<file path="config.mk">
export PLATFORM = sky130hd
export DESIGN_NAME = zlib_stored_block_encoder_unit_flat
export DESIGN_NICKNAME = d
export VERILOG_FILES = /design/src/hdl/zsbe_pkg.sv /design/src/hdl/zsbe_in_if.sv /design/src/hdl/zsbe_out_if.sv /design/src/hdl/zsbe_datapath.sv /design/src/hdl/zsbe_controller.sv /design/src/hdl/zlib_stored_block_encoder_unit.sv /design/src/flat_wrapper.sv
export VERILOG_INCLUDE_DIRS = /design/src /design/src/hdl
export SDC_FILE = /design/constraint.sdc
export NUM_CORES = 1
export LEC_CHECK = 0
export BUFFER_PORTS_ARGS = -buffer_cell sky130_fd_sc_hd__buf_4
export CORE_ASPECT_RATIO = 0.5
export CORE_MARGIN = 10
export CORE_UTILIZATION = 50
export DETAILED_ROUTE_END_ITERATION = 12
export GPL_TIMING_DRIVEN = 1
export PLACE_DENSITY = 0.66
export SYNTH_ARGS = -nofsm -noshare
export SYNTH_HDL_FRONTEND = slang
export SYNTH_SLANG_ARGS = --single-unit
</file>
<file path="constraint.sdc">
create_clock -name i_clk -period 7.1 [get_ports i_clk]
set_input_delay 1.42 -clock i_clk [delete_from_list [all_inputs] [get_ports i_clk]]
set_output_delay 1.42 -clock i_clk [all_outputs]
set_load 0.01 [all_outputs]
</file>
<file path="src/hdl/zlib_stored_block_encoder_unit_assert.svh">
// ============================================================================
// Assertion macros for the zlib stored block encoder
// Shared concurrent assertion forms, clocked and disabled during reset.
// ============================================================================
`ifndef ZLIB_STORED_BLOCK_ENCODER_UNIT_ASSERT_SVH
`define ZLIB_STORED_BLOCK_ENCODER_UNIT_ASSERT_SVH

// Same-cycle implication.
`define ZSBE_ASSERT_IMP(label, clk, rst_n, ante, cons, msg) \
    label: assert property (@(posedge clk) disable iff (!rst_n) (ante) |-> (cons)) \
        else $error(msg);

// Next-cycle implication.
`define ZSBE_ASSERT_NXT(label, clk, rst_n, ante, cons, msg) \
    label: assert property (@(posedge clk) disable iff (!rst_n) (ante) |=> (cons)) \
        else $error(msg);

`endif

</file>
<file path="src/hdl/zsbe_pkg.sv">
// ============================================================================
// zsbe_pkg
// Types, constants and output select codes of the zlib stored block encoder.
// ============================================================================
`default_nettype none

package zsbe_pkg;

    localparam int BLOCK_BYTES = 32;
    localparam int IDX_W = (BLOCK_BYTES > 1) ? $clog2(BLOCK_BYTES) : 1;
    localparam int CNT_W = $clog2(BLOCK_BYTES + 1);

    localparam int CMF_VALUE = 8 + (7 << 4);
    localparam int FLG_VALUE = 31 - ((CMF_VALUE * 256) % 31);
    localparam logic [7:0] ZLIB_CMF = 8'(CMF_VALUE);
    localparam logic [7:0] ZLIB_FLG = 8'(FLG_VALUE);

    localparam logic [16:0] ADLER_MOD = 17'd65521;

    typedef logic [3:0] t_out_sel;
    localparam t_out_sel SEL_HDR0  = 4'd0;
    localparam t_out_sel SEL_HDR1  = 4'd1;
    localparam t_out_sel SEL_FLAG0 = 4'd2;
    localparam t_out_sel SEL_FLAG1 = 4'd3;
    localparam t_out_sel SEL_LEN0  = 4'd4;
    localparam t_out_sel SEL_LEN1  = 4'd5;
    localparam t_out_sel SEL_NLEN0 = 4'd6;
    localparam t_out_sel SEL_NLEN1 = 4'd7;
    localparam t_out_sel SEL_DATA  = 4'd8;
    localparam t_out_sel SEL_ADL0  = 4'd9;
    localparam t_out_sel SEL_ADL1  = 4'd10;
    localparam t_out_sel SEL_ADL2  = 4'd11;
    localparam t_out_sel SEL_ADL3  = 4'd12;

    typedef struct packed {
        logic     accept;
        logic     write;
        logic     push;
        t_out_sel sel;
        logic     last;
        logic     done;
        logic     rd_clr;
        logic     rd_issue;
        logic     fill_clr;
    } t_dp_cmd;

    typedef struct packed {
        logic will_fill;
        logic fill_zero;
        logic rd_done;
        logic out_free;
    } t_dp_status;

endpackage

`default_nettype wire

</file>
<file path="src/hdl/zsbe_in_if.sv">
// ============================================================================
// zsbe_in_if
// Input request channel: one payload byte and its stream markers.
// ============================================================================
`default_nettype none

interface zsbe_in_if;
    logic       valid;
    logic       ready;
    logic [7:0] data_byte;
    logic       byte_present;
    logic       end_of_stream;

    modport source (output valid, output data_byte, output byte_present,
                    output end_of_stream, input ready);
    modport sink (input valid, input data_byte, input byte_present,
                  input end_of_stream, output ready);
endinterface

`default_nettype wire

</file>
<file path="src/hdl/zsbe_out_if.sv">
// ============================================================================
// zsbe_out_if
// Output request channel: one byte of the zlib stream with its markers.
// ============================================================================
`default_nettype none

interface zsbe_out_if;
    logic       valid;
    logic       ready;
    logic [7:0] out_byte;
    logic       last_of_run;
    logic       stream_done;

    modport source (output valid, output out_byte, output last_of_run,
                    output stream_done, input ready);
    modport sink (input valid, input out_byte, input last_of_run,
                  input stream_done, output ready);
endinterface

`default_nettype wire

</file>
<file path="src/hdl/zsbe_datapath.sv">
// ============================================================================
// zsbe_datapath
// Block store, fill count, Adler-32 sums, read pointer and output register.
// ============================================================================
`default_nettype none

`include "zlib_stored_block_encoder_unit_assert.svh"

module zsbe_datapath
    import zsbe_pkg::*;
(
    input  wire logic       i_clk,
    input  wire logic       i_rst_n,
    input  wire logic [7:0] i_data_byte,
    input  wire t_dp_cmd    i_cmd,
    output t_dp_status      o_status,
    output logic            o_out_valid,
    input  wire logic       i_out_ready,
    output logic [7:0]      o_out_byte,
    output logic            o_last_of_run,
    output logic            o_stream_done
);

    logic [7:0]       r_store [BLOCK_BYTES];
    logic [7:0]       r_rd_data;
    logic [CNT_W-1:0] r_fill;
    logic [CNT_W-1:0] r_rd_ptr;
    logic [15:0]      r_low;
    logic [15:0]      r_high;
    logic             r_out_valid;
    logic [7:0]       r_out_byte;
    logic             r_out_last;
    logic             r_out_done;

    logic [16:0] w_sum_low;
    logic [16:0] w_sum_high;
    logic [15:0] n_low;
    logic [15:0] n_high;
    logic [15:0] w_len;
    logic [7:0]  w_sel_byte;

    always_comb begin
        w_sum_low  = {1'b0, r_low} + 17'(i_data_byte);
        n_low      = (w_sum_low >= ADLER_MOD) ? 16'(w_sum_low - ADLER_MOD) : w_sum_low[15:0];
        w_sum_high = {1'b0, r_high} + {1'b0, n_low};
        n_high     = (w_sum_high >= ADLER_MOD) ? 16'(w_sum_high - ADLER_MOD)
                                               : w_sum_high[15:0];
    end

    assign w_len = 16'(r_fill);

    always_comb begin
        unique case (i_cmd.sel)
            SEL_HDR0:  w_sel_byte = ZLIB_CMF;
            SEL_HDR1:  w_sel_byte = ZLIB_FLG;
            SEL_FLAG0: w_sel_byte = 8'h00;
            SEL_FLAG1: w_sel_byte = 8'h01;
            SEL_LEN0:  w_sel_byte = w_len[7:0];
            SEL_LEN1:  w_sel_byte = w_len[15:8];
            SEL_NLEN0: w_sel_byte = ~w_len[7:0];
            SEL_NLEN1: w_sel_byte = ~w_len[15:8];
            SEL_DATA:  w_sel_byte = r_rd_data;
            SEL_ADL0:  w_sel_byte = r_high[15:8];
            SEL_ADL1:  w_sel_byte = r_high[7:0];
            SEL_ADL2:  w_sel_byte = r_low[15:8];
            SEL_ADL3:  w_sel_byte = r_low[7:0];
            default:   w_sel_byte = 8'h00;
        endcase
    end

    always_ff @(posedge i_clk) begin
        if (i_cmd.accept && i_cmd.write) begin
            r_store[r_fill[IDX_W-1:0]] <= i_data_byte;
        end
        if (i_cmd.rd_issue) begin
            r_rd_data <= r_store[r_rd_ptr[IDX_W-1:0]];
        end
    end

    always_ff @(posedge i_clk) begin
        if (!i_rst_n) begin
            r_fill   <= '0;
            r_rd_ptr <= '0;
            r_low    <= 16'd1;
            r_high   <= 16'd0;
        end else begin
            if (i_cmd.accept && i_cmd.write) begin
                r_fill <= r_fill + CNT_W'(1);
                r_low  <= n_low;
                r_high <= n_high;
            end else if (i_cmd.fill_clr) begin
                r_fill <= '0;
            end
            if (i_cmd.rd_clr || i_cmd.fill_clr) begin
                r_rd_ptr <= '0;
            end else if (i_cmd.rd_issue) begin
                r_rd_ptr <= r_rd_ptr + CNT_W'(1);
            end
        end
    end

    always_ff @(posedge i_clk) begin
        if (!i_rst_n) begin
            r_out_valid <= 1'b0;
        end else if (i_cmd.push) begin
            r_out_valid <= 1'b1;
        end else if (i_out_ready) begin
            r_out_valid <= 1'b0;
        end
    end

    always_ff @(posedge i_clk) begin
        if (i_cmd.push) begin
            r_out_byte <= w_sel_byte;
            r_out_last <= i_cmd.last;
            r_out_done <= i_cmd.done;
        end
    end

    assign o_status.will_fill = (r_fill == CNT_W'(BLOCK_BYTES - 1));
    assign o_status.fill_zero = (r_fill == '0);
    assign o_status.rd_done   = (r_rd_ptr == r_fill);
    assign o_status.out_free  = !r_out_valid || i_out_ready;

    assign o_out_valid   = r_out_valid;
    assign o_out_byte    = r_out_byte;
    assign o_last_of_run = r_out_last;
    assign o_stream_done = r_out_done;

    `ZSBE_ASSERT_IMP(a_fill_bound, i_clk, i_rst_n, 1'b1, r_fill <= CNT_W'(BLOCK_BYTES), "Fill count exceeds the block size.")
    `ZSBE_ASSERT_IMP(a_rd_bound, i_clk, i_rst_n, 1'b1, r_rd_ptr <= r_fill, "Read pointer runs past the filled bytes.")
    `ZSBE_ASSERT_IMP(a_adler_range, i_clk, i_rst_n, 1'b1, (17'(r_low) < ADLER_MOD) && (17'(r_high) < ADLER_MOD), "Adler-32 sum out of range.")
    `ZSBE_ASSERT_IMP(a_push_free, i_clk, i_rst_n, i_cmd.push, !r_out_valid || i_out_ready, "Output register overwritten while held.")
    `ZSBE_ASSERT_NXT(a_done_last, i_clk, i_rst_n, i_cmd.push && i_cmd.done, r_out_valid && r_out_done && r_out_last, "Final byte not marked as last.")

endmodule

`default_nettype wire

</file>
<file path="src/hdl/zsbe_controller.sv">
// ============================================================================
// zsbe_controller
// Sequencer for header, stored block framing, data readout and trailer.
// ============================================================================
`default_nettype none

module zsbe_controller
    import zsbe_pkg::*;
(
    input  wire logic       i_clk,
    input  wire logic       i_rst_n,
    input  wire logic       i_in_valid,
    output logic            o_in_ready,
    input  wire logic       i_byte_present,
    input  wire logic       i_end_of_stream,
    input  wire t_dp_status i_status,
    output t_dp_cmd         o_cmd
);

    localparam logic [3:0] S_IDLE  = 4'd0;
    localparam logic [3:0] S_HDR0  = 4'd1;
    localparam logic [3:0] S_HDR1  = 4'd2;
    localparam logic [3:0] S_FLAG  = 4'd3;
    localparam logic [3:0] S_LEN0  = 4'd4;
    localparam logic [3:0] S_LEN1  = 4'd5;
    localparam logic [3:0] S_NLEN0 = 4'd6;
    localparam logic [3:0] S_NLEN1 = 4'd7;
    localparam logic [3:0] S_DRD   = 4'd8;
    localparam logic [3:0] S_DOUT  = 4'd9;
    localparam logic [3:0] S_ADL0  = 4'd10;
    localparam logic [3:0] S_ADL1  = 4'd11;
    localparam logic [3:0] S_ADL2  = 4'd12;
    localparam logic [3:0] S_ADL3  = 4'd13;

    logic [3:0] r_state;
    logic [3:0] n_state;
    logic       r_hdr_done;
    logic       n_hdr_done;
    logic       r_finished;
    logic       n_finished;
    logic       r_flush;
    logic       n_flush;
    logic       r_end;
    logic       n_end;

    always_comb begin
        n_state    = r_state;
        n_hdr_done = r_hdr_done;
        n_finished = r_finished;
        n_flush    = r_flush;
        n_end      = r_end;
        o_cmd      = '0;
        o_in_ready = 1'b0;
        unique case (r_state)
            S_IDLE: begin
                o_in_ready = 1'b1;
                if (i_in_valid && !r_finished) begin
                    o_cmd.accept = 1'b1;
                    o_cmd.write  = i_byte_present;
                    n_flush      = i_byte_present && i_status.will_fill;
                    n_end        = i_end_of_stream;
                    if (!r_hdr_done) begin
                        n_state = S_HDR0;
                    end else if (n_flush || n_end) begin
                        n_state = S_FLAG;
                    end
                end
            end
            S_HDR0: begin
                if (i_status.out_free) begin
                    o_cmd.push = 1'b1;
                    o_cmd.sel  = SEL_HDR0;
                    n_state    = S_HDR1;
                end
            end
            S_HDR1: begin
                if (i_status.out_free) begin
                    o_cmd.push = 1'b1;
                    o_cmd.sel  = SEL_HDR1;
                    o_cmd.last = !r_flush && !r_end;
                    n_hdr_done = 1'b1;
                    n_state    = (r_flush || r_end) ? S_FLAG : S_IDLE;
                end
            end
            S_FLAG: begin
                if (i_status.out_free) begin
                    o_cmd.push   = 1'b1;
                    o_cmd.sel    = r_flush ? SEL_FLAG0 : SEL_FLAG1;
                    o_cmd.rd_clr = 1'b1;
                    n_state      = S_LEN0;
                end
            end
            S_LEN0: begin
                if (i_status.out_free) begin
                    o_cmd.push = 1'b1;
                    o_cmd.sel  = SEL_LEN0;
                    n_state    = S_LEN1;
                end
            end
            S_LEN1: begin
                if (i_status.out_free) begin
                    o_cmd.push = 1'b1;
                    o_cmd.sel  = SEL_LEN1;
                    n_state    = S_NLEN0;
                end
            end
            S_NLEN0: begin
                if (i_status.out_free) begin
                    o_cmd.push = 1'b1;
                    o_cmd.sel  = SEL_NLEN0;
                    n_state    = S_NLEN1;
                end
            end
            S_NLEN1: begin
                if (i_status.out_free) begin
                    o_cmd.push = 1'b1;
                    o_cmd.sel  = SEL_NLEN1;
                    n_state    = i_status.fill_zero ? S_ADL0 : S_DRD;
                end
            end
            S_DRD: begin
                o_cmd.rd_issue = 1'b1;
                n_state        = S_DOUT;
            end
            S_DOUT: begin
                if (i_status.out_free) begin
                    o_cmd.push = 1'b1;
                    o_cmd.sel  = SEL_DATA;
                    o_cmd.last = r_flush && i_status.rd_done && !r_end;
                    if (!i_status.rd_done) begin
                        n_state = S_DRD;
                    end else begin
                        o_cmd.fill_clr = 1'b1;
                        if (r_flush) begin
                            n_flush = 1'b0;
                            n_state = r_end ? S_FLAG : S_IDLE;
                        end else begin
                            n_state = S_ADL0;
                        end
                    end
                end
            end
            S_ADL0: begin
                if (i_status.out_free) begin
                    o_cmd.push = 1'b1;
                    o_cmd.sel  = SEL_ADL0;
                    n_state    = S_ADL1;
                end
            end
            S_ADL1: begin
                if (i_status.out_free) begin
                    o_cmd.push = 1'b1;
                    o_cmd.sel  = SEL_ADL1;
                    n_state    = S_ADL2;
                end
            end
            S_ADL2: begin
                if (i_status.out_free) begin
                    o_cmd.push = 1'b1;
                    o_cmd.sel  = SEL_ADL2;
                    n_state    = S_ADL3;
                end
            end
            S_ADL3: begin
                if (i_status.out_free) begin
                    o_cmd.push = 1'b1;
                    o_cmd.sel  = SEL_ADL3;
                    o_cmd.last = 1'b1;
                    o_cmd.done = 1'b1;
                    n_finished = 1'b1;
                    n_end      = 1'b0;
                    n_state    = S_IDLE;
                end
            end
            default: begin
                n_state = S_IDLE;
            end
        endcase
    end

    always_ff @(posedge i_clk) begin
        if (!i_rst_n) begin
            r_state    <= S_IDLE;
            r_hdr_done <= 1'b0;
            r_finished <= 1'b0;
            r_flush    <= 1'b0;
            r_end      <= 1'b0;
        end else begin
            r_state    <= n_state;
            r_hdr_done <= n_hdr_done;
            r_finished <= n_finished;
            r_flush    <= n_flush;
            r_end      <= n_end;
        end
    end

endmodule

`default_nettype wire

</file>
<file path="src/hdl/zlib_stored_block_encoder_unit.sv">
// ============================================================================
// zlib_stored_block_encoder_unit
// Byte stream to zlib stream encoder in stored mode with Adler-32 trailer.
// ============================================================================
// The input channel i_in carries one request per cycle at most: a payload
// byte with byte_present, and end_of_stream to close the stream. The output
// channel o_out delivers the zlib stream one byte per request, with
// last_of_run on the final byte caused by an input request and stream_done
// on the final Adler-32 byte.
// A request that only adds a byte to a block that does not fill is taken in
// the idle state and produces no output. The first request adds the two
// header bytes. A request that fills the block, or ends the stream, holds
// the input until its bytes are out: five framing bytes have a state each,
// and every data byte a read state and an output state, as the block store
// is read through a register. The end of stream adds the final block and
// four trailer bytes. The output byte sits in a register, so a new byte
// can be loaded in the same cycle the previous one is taken. When the
// receiver stalls, the sequencer waits with that register full. After the
// stream is done every further request is accepted and dropped until reset.
// Reset is synchronous and active low: the Adler-32 sums return to one and
// zero and the block buffer is empty.
// ============================================================================
`default_nettype none

module zlib_stored_block_encoder_unit
    import zsbe_pkg::*;
(
    input  wire logic  i_clk,
    input  wire logic  i_rst_n,
    zsbe_in_if.sink    i_in,
    zsbe_out_if.source o_out
);

    t_dp_cmd    w_cmd;
    t_dp_status w_status;
    logic       w_in_ready;

    zsbe_controller u_controller (
        .i_clk           (i_clk),
        .i_rst_n         (i_rst_n),
        .i_in_valid      (i_in.valid),
        .o_in_ready      (w_in_ready),
        .i_byte_present  (i_in.byte_present),
        .i_end_of_stream (i_in.end_of_stream),
        .i_status        (w_status),
        .o_cmd           (w_cmd)
    );

    zsbe_datapath u_datapath (
        .i_clk         (i_clk),
        .i_rst_n       (i_rst_n),
        .i_data_byte   (i_in.data_byte),
        .i_cmd         (w_cmd),
        .o_status      (w_status),
        .o_out_valid   (o_out.valid),
        .i_out_ready   (o_out.ready),
        .o_out_byte    (o_out.out_byte),
        .o_last_of_run (o_out.last_of_run),
        .o_stream_done (o_out.stream_done)
    );

    assign i_in.ready = w_in_ready;

endmodule

`default_nettype wire

</file>
<file path="src/flat_wrapper.sv">
// flat-port wrapper written by rule: the top's interface ports become plain ports
module zlib_stored_block_encoder_unit_flat import zsbe_pkg::*;
  (i_clk, i_rst_n, i_in_valid, i_in_data_byte, i_in_byte_present, i_in_end_of_stream, i_in_ready, o_out_valid, o_out_out_byte, o_out_last_of_run, o_out_stream_done, o_out_ready);
  zsbe_in_if i_in_i ();
  zsbe_out_if o_out_i ();
  input  wire logic i_clk;
  input  wire logic i_rst_n;
  input wire logic [$bits(i_in_i.valid)-1:0] i_in_valid;
  input wire logic [$bits(i_in_i.data_byte)-1:0] i_in_data_byte;
  input wire logic [$bits(i_in_i.byte_present)-1:0] i_in_byte_present;
  input wire logic [$bits(i_in_i.end_of_stream)-1:0] i_in_end_of_stream;
  output wire logic [$bits(i_in_i.ready)-1:0] i_in_ready;
  output wire logic [$bits(o_out_i.valid)-1:0] o_out_valid;
  output wire logic [$bits(o_out_i.out_byte)-1:0] o_out_out_byte;
  output wire logic [$bits(o_out_i.last_of_run)-1:0] o_out_last_of_run;
  output wire logic [$bits(o_out_i.stream_done)-1:0] o_out_stream_done;
  input wire logic [$bits(o_out_i.ready)-1:0] o_out_ready;
  assign i_in_i.valid = i_in_valid;
  assign i_in_i.data_byte = i_in_data_byte;
  assign i_in_i.byte_present = i_in_byte_present;
  assign i_in_i.end_of_stream = i_in_end_of_stream;
  assign i_in_ready = i_in_i.ready;
  assign o_out_valid = o_out_i.valid;
  assign o_out_out_byte = o_out_i.out_byte;
  assign o_out_last_of_run = o_out_i.last_of_run;
  assign o_out_stream_done = o_out_i.stream_done;
  assign o_out_i.ready = o_out_ready;
  zlib_stored_block_encoder_unit u_core (.i_clk(i_clk), .i_rst_n(i_rst_n), .i_in(i_in_i), .o_out(o_out_i));
endmodule
</file>
==> metrics.yaml, run 1 <==
sta:
  layout_setup_ws_ns: 0.5023
  final-max-slew-violation-count: 0
  setup_violations: 0
  hold_viol: 0
  finalCritPeriodShare: 0.9292
  fin_skew_ns: 0.01527
  finalCriticalPeriod_ns: 6.598
  tightestPinTransition_ns: 1.077
  max_freq_mhz: 151.6
  fin_setup_tns_ns: 0
  rsz0062_at_grt: "false"
  max-slew-margin-rel: 0.2812
status:
  status: "finished, final reports clean"
floorplanning:
  die_x_um: 271.6
  dieHeight_um: 145.8
  row_count: 45
  core-area_um2: 30740
  dieArea_um2: 39600
  start_util: 0.5148
  ioPinCount: 26
power_and_ir_drop:
  power_frac_seq: 0.441
  leakagePower_nw: 5.659
  max-vdd-ir-drop_v: 0.0001803
  internal-power_w: 0.003498
  p_sw_w: 0.001562
  clkPwrFrac: 0.317
  power.density_nw_per_um2: 290.3
  power_frac_comb: 0.242
  switching_share: 0.3087
synth:
  synth_edf_count: 274
  synth_simple_gate_area_share: 0.1051
  synth_area_per_cell_um2: 13.53
  yosys.area_share.xor_xnor: 0.02435
  synth.top_cell.area_share: 0.5199
  syn-num-nets: 1221
  async_flop_share: 0
  netlist_area_um2: 15830
  synth-adder-area-share: 0.03020
  yosys_warnings: 0
  synth-compound-area-share: 0.1033
  synth.largest_area_cell: "edfxtp_1"
  postSynthCellCount: 1170
  synth-seq-cells: 327
  ys_top_cells_by_area: "edfxtp_1 (52%), mux4_2 (11%), dfxtp_1 (6.7%)"
  synth_cell_types: 88
  synth_top_family_by_area: "multiplexers"
  yosysSeqAreaShare: 0.5869
  muxShareOfSynthArea: 0.1283
  synthFlopType: "edfxtp_1"
global_routing:
  antenna_found_initial: 0
  grt_overflow: 0
  grt_pass1_wl_um: 58770
  grt_max_degree: 69
  grtUsageTotal: 0.1872
  grt_pass1_vias: 9824
clock_network:
  cts_sinks: 327
  cts_buffers: 29
  cts_buffer_depth: 3
  h-tree-depth: 1
  cts.clk_slew.worst_paths_ns: 0.07
  postCtsHoldBufs: 0
  cts-resized-gates: 0
  post_cts_buffers: 0
  ctsRootBufferMaster: "clkbuf_16"
  clock_latency_ns: 0.58
  cts_tree: "built"
layout:
  fin_nets: 1237
  n_fill_cell: 2518
  syn2layout_area_growth_pct: 10.14
  layout_common_cells: "edfxtp_1 (274), nor2_1 (119), mux4_2 (80)"
  n_antenna_cell: 0
  final_common_cell: "edfxtp_1"
  layout.cells.non_filler: 1632
  drive_above_1_share: 0.1778
critical_path:
  cp-end-kind: "flop"
  path_class: "in2reg"
  crit_slowest_cell: "a2111oi_4"
  required_ns: 7.58
  worstPathArrival_ns: 7.08
  path_common_cell: "ha_1"
  reg2reg_slack_ns: 1.02
  max_stage_delay_ns: 0.47
  path_cells: "buf_4 > ha_1 > a21oi_1 > nand2_1 > o31ai_1 > mux2_2 > nor4_4 > a31oi_4 > xnor2_1 > ha_1 > inv_1 > fa_1 > nand3b_2 > a2111oi_4 > nor4_1 > o221ai_2 > and2_1 > and4_4 > nand2_4 > or3_1 > and4_1"
  cp_max_fo: 33
  worstSetupStartpointType: "input pin"
route:
  ant_nets: 0
  viasPerCell: 6.214
  firstDrtPassIters: 7
  drc: 0
  totalWireLength_um: 37730
  routedWlPerCell_um: 23.12
  drtIter0Drc: 1017
  vias: 10140
placement:
  gp_congestion: 0.8727
  dpl.cell_count: 1578
  dp_slack_ns: 0.02792
  dp_hpwl_um: 25580
  portBuffers: 25
min_path:
  hp-class: "reg2reg"
job:
  cap_violations: 0
-- power groups by stage --
| stage | clock network [W] | registers (W) | logic (W) |
|---|---|---|---|
| after global routing | 0.00172 | 0.00224 | 0.00134 |
| after global placement | 0 | 0.00227 | 0.00119 |
| after detailed placement | 0 | 0.00227 | 0.00120 |
| final | 0.00160 | 0.00223 | 0.00122 |
| after floorplan | 0 | 0.00226 | 0.000855 |
| after CTS | 0.00163 | 0.00223 | 0.00121 |
-- layer usage --
layer  routed length, um  up-vias  global-route usage
met2               16980      374              0.2841
met1               17180     5120              0.2733
met3                2803       58             0.03587
li1                    -     4590                   -
met4                 772        0             0.04312
met5                   0        -                   0
-- synthesized netlist by cell type (all sizes together), types with 4 or more instances --
master and number:
nor4 8, inv 25, edfxtp 274, o2111ai 4, o211ai 15, xnor2 20, nor2b 6, nand3 35
a21o 4, and3 11, a31o 4, o21a 4, buf 15, mux2 15, clkbuf 46, a22oi 12
dfxtp 53, a31oi 15, mux4 80, nand2b 15, and4 4, ha 35, o211a 4, a211oi 12
o22ai 4, nor3 20, o31ai 6, xor2 24, nand3b 4, nand4 8, mux2i 6, and2 13
or3 13, o21ai 52, a221oi 6, a21oi 66, nand2 72, nor2 119
-- cell type report --
type,count,area (um2),area share
inverters,26,97.59,0.005599
clock buffers,38,822.0,0.04716
multi-input cells,756,6193,0.3553
well taps,423,529.3,0.03036
clock inverters,16,148.9,0.008542
repair buffers,46,345.3,0.01981
flip-flops and latches,327,9294,0.5332
-- flip-flops by register name, indices dropped and copies added, names as in the netlist --
name and count:
u_core.u_datapath.r_store 256, u_core.u_datapath.r_high 16, u_core.u_datapath.r_low 16, u_core.u_datapath.o_out_byte 8, u_core.u_datapath.r_rd_data 8, u_core.u_datapath.r_fill 6, u_core.u_datapath.r_rd_ptr 6, u_core.u_controller.r_state 4
u_core.u_controller.r_end 1, u_core.u_controller.r_finished 1, u_core.u_controller.r_flush 1, u_core.u_controller.r_hdr_done 1, u_core.u_datapath.o_last_of_run 1, u_core.u_datapath.o_out_valid 1, u_core.u_datapath.o_stream_done 1
-- metrics by stage --
stage          power, W  hold slack [ns]  instance area, um2    util
5_1_grt        0.005295           0.4941               17430  0.5670
3_3_place_gp   0.003457           0.4559               16460  0.5354
4_1_cts        0.005067           0.4747               17430  0.5670
3_5_place_dp   0.003474           0.4593               16460  0.5354
6_report       0.005061           0.4755               17430  0.5670
2_1_floorplan  0.003111           0.4403               15830       -
-- cells by family after synthesis --
| kind of cell | count (synthesis) |
|---|---|
| xor gates and xnor gates | 44 |
| AOI/OAI and AO/OA | 236 |
| and+or+nand+nor | 338 |
| DFF | 327 |
| muxes | 101 |
| adders and majority gates | 37 |
| buffers and inverters | 87 |
-- critical path: cells and delay by family --
kind                       cells  cell delay [ns]
xor gates and xnor gates       1             0.27
and+or+nand+nor                9             1.87
AOI/OAI and AO/OA              5             1.61
adders and majority gates      3             1.08
buffers and inverters          2             0.38
muxes                          1             0.41
-- worst paths after layout --
path | from | endpoint | cells after the start
hold reg to reg | u_core.u_controller.r_finished | u_core.u_controller.r_finished | 2
setup reg to reg | u_core.u_datapath.r_low[0] | u_core.u_datapath.r_high[1] | 22
setup / recovery | i_in_data_byte[7] | u_core.u_datapath.r_high[1] | 21
hold / removal | u_core.u_controller.r_finished | u_core.u_controller.r_finished | 2
Power figures use the tool's default switching activity.
==> run 2: changes to the inputs <==
- RECOVER_POWER: not set -> 100
==> metrics.yaml, run 2 (synthesis results as in run 1) <==
status:
  status: "finished with violations"
  violations: "capacitance limit, slew limit"
layout:
  n_fill_cell: 2539  # +0.83%
  fin_nets: 1237  # unchanged
  layout_common_cells: "edfxtp_1 (274), nor2_1 (119), mux4_2 (80)"
  largest_reg_flops: 256  # unchanged
  drive_above_1_share: 0.1547  # -0.02316
  final_core_util: 0.5638  # -0.003215
  syn2layout_area_growth_pct: 9.510
  n_antenna_cell: 0  # unchanged
  final_common_cell: "edfxtp_1"
power_and_ir_drop:
  power.total_w: 0.005024  # -0.73%
  max-vdd-ir-drop_v: 0.0001779  # -1.3%
  power.density_nw_per_um2: 289.9  # -0.17%
  leakagePower_nw: 5.568  # -1.6%
critical_path:
  crit_slowest_cell: "a2111oi_4"
  cp.depth: 21  # unchanged
  worstPathArrival_ns: 7.18  # +0.10 ns
  reg2reg_to: "u_core.u_datapath.r_high[1]"
  setup.worst_path.start: "i_in_data_byte[7]"
  path_cells: "buf_4 > ha_1 > a21oi_1 > nand2_1 > o31ai_1 > mux2_1 > nor4_4 > a31oi_4 > xnor2_1 > ha_1 > inv_1 > fa_1 > nand3b_1 > a2111oi_4 > nor4_1 > o221ai_2 > and2_0 > and4_4 > nand2_2 > or3_1 > and4_1"
  crit_family: "simple AND/OR/NAND/NOR gates"
  path_class: "in2reg"
  worstSetupStartpointType: "input pin"
  reg2reg_slack_ns: 0.97  # -0.05 ns
  rr_startpoint: "u_core.u_datapath.r_low[0]"
  cp-end-kind: "flop"
  required_ns: 7.57  # about the same
  worst-path-buf-inv: 2  # unchanged
  critPathCapture: "u_core.u_datapath.r_high[1]"
  path_common_cell: "ha_1"
  cp_max_fo: 33  # unchanged
  reg2regPathDepth: 22  # unchanged
  max_stage_delay_ns: 0.50  # +0.03 ns
sta:
  finalCriticalPeriod_ns: 6.704  # +0.1065 ns
  max_freq_mhz: 149.2  # -1.6%
  finalCritPeriodShare: 0.9442  # +0.01500
  fin_skew_ns: 0.02101  # +0.005739 ns
  hold_viol: 0  # unchanged
  tightestPinTransition_ns: 3.038  # +1.962 ns
  layout_setup_ws_ns: 0.3958  # -0.1065 ns
  final-max-slew-violation-count: 79  # +79
  setup_violations: 0  # unchanged
  rsz0062_at_grt: "false"
  max-slew-margin-rel: -1.028  # -1.310
  fin_setup_tns_ns: 0  # unchanged
route:
  routedWlPerCell_um: 23.09  # -0.14%
  totalWireLength_um: 37680  # -0.14%
  vias: 10220  # +0.80%
  firstDrtPassIters: 5  # -2
  ant_nets: 0  # unchanged
  drc: 0  # unchanged
  drtIter0Drc: 1031  # +1.4%
  viasPerCell: 6.264  # +0.80%
clock_network:
  h-tree-depth: 1  # unchanged
  post_cts_buffers: 0  # unchanged
  cts_tree: "built"
  cts_buffers: 29  # unchanged
  postCtsHoldBufs: 0  # unchanged
  cts-resized-gates: 0  # unchanged
  cts.clk_slew.worst_paths_ns: 0.07  # about the same
  clock_latency_ns: 0.58  # about the same
  cts_sinks: 327  # unchanged
  ctsRootBufferMaster: "clkbuf_16"
  cts_buffer_depth: 3  # unchanged
placement:
  dp_hpwl_um: 25580  # unchanged
  portBuffers: 25  # unchanged
  gp_congestion: 0.8727  # unchanged
  dp_slack_ns: 0.02792  # unchanged
floorplanning:
  core-area_um2: 30740  # unchanged
  dieArea_um2: 39600  # unchanged
  start_util: 0.5148  # unchanged
  ioPinCount: 26  # unchanged
  dieHeight_um: 145.8  # unchanged
  die_x_um: 271.6  # unchanged
  row_count: 45  # unchanged
global_routing:
  grt_max_degree: 69  # unchanged
  grtUsageTotal: 0.1872  # unchanged
  grt_overflow: 0  # unchanged
  grt_pass1_wl_um: 58770  # unchanged
  antenna_found_initial: 0  # unchanged
  grt_pass1_vias: 9824  # unchanged
job:
  cap_violations: 3  # +3
min_path:
  hp-class: "reg2reg"
## run 2: cell count changes in the layout (fill, tap and decap cells not counted), sizes merged
cell    change
clkbuf     +19
buf        -19
## run 2: final cells by class
cell class	instances	area (um2)	area share
Sequential cell	327	9290	0.5360
Multi-Input combinational cell	756	6168	0.3559
Clock buffer	38	822.0	0.04743
Tap cell	423	529.3	0.03054
Timing Repair Buffer	46	275.3	0.01588
Clock inverter	16	148.9	0.008591
Inverter	26	97.59	0.005631
## run 2: through the flow
| step | hold WS, ns | cell area (um2) | instances |
|---|---|---|---|
| 2_1_floorplan | 0.4403 | 15830 | 1170 |
| 3_3_place_gp | 0.4559 | 16460 | 1578 |
| 3_5_place_dp | 0.4593 | 16460 | 1578 |
| 4_1_cts | 0.4747 | 17430 | 1632 |
| 5_1_grt | 0.4941 | 17330 | 1632 |
| 6_report | 0.4763 | 17330 | 1632 |
## run 2: worst reg2reg max path, cell delays in order, from the launching register on
cell	delay, ns
dfxtp_1	0.44
ha_1	0.23
inv_1	0.07
fa_1	0.41
nand2b_1	0.19
a211oi_2	0.30
o211ai_1	0.19
and2_0	0.28
o22ai_1	0.33
a31oi_4	0.19
xnor2_1	0.27
ha_1	0.27
inv_1	0.07
fa_1	0.44
nand3b_1	0.34
a2111oi_4	0.51
nor4_1	0.16
o221ai_2	0.26
and2_0	0.20
and4_4	0.25
nand2_2	0.14
or3_1	0.33
and4_1	0.18
## run 2: worst min-delay path by stage
stage | end | cells past startpoint | from
3_5_place_dp | u_core.u_controller.r_finished | 2 | u_core.u_controller.r_finished
4_1_cts | u_core.u_controller.r_finished | 2 | u_core.u_controller.r_finished
2_1_floorplan | u_core.u_controller.r_finished | 2 | u_core.u_controller.r_finished
3_3_place_gp | u_core.u_controller.r_finished | 2 | u_core.u_controller.r_finished
5_1_grt | u_core.u_controller.r_finished | 2 | u_core.u_controller.r_finished
6_report | u_core.u_controller.r_finished | 2 | u_core.u_controller.r_finished
## run 2: per-layer routing
layer	vias up	global-route usage	routed length [um]
met5	-	0	0
met4	0	0.04312	803
met3	63	0.03587	2869
met2	390	0.2841	16870
met1	5175	0.2733	17130
li1	4595	-	-
## run 2: power breakdown
| group | switching (W) | leakage (nW) | internal [W] |
|---|---|---|---|
| Clock | 0.000710 | 0.475 | 0.000895 |
| Combinational | 0.000781 | 2.20 | 0.000405 |
| Sequential | 0.0000621 | 2.89 | 0.00217 |
| Total | 0.00155 | 5.57 | 0.00347 |
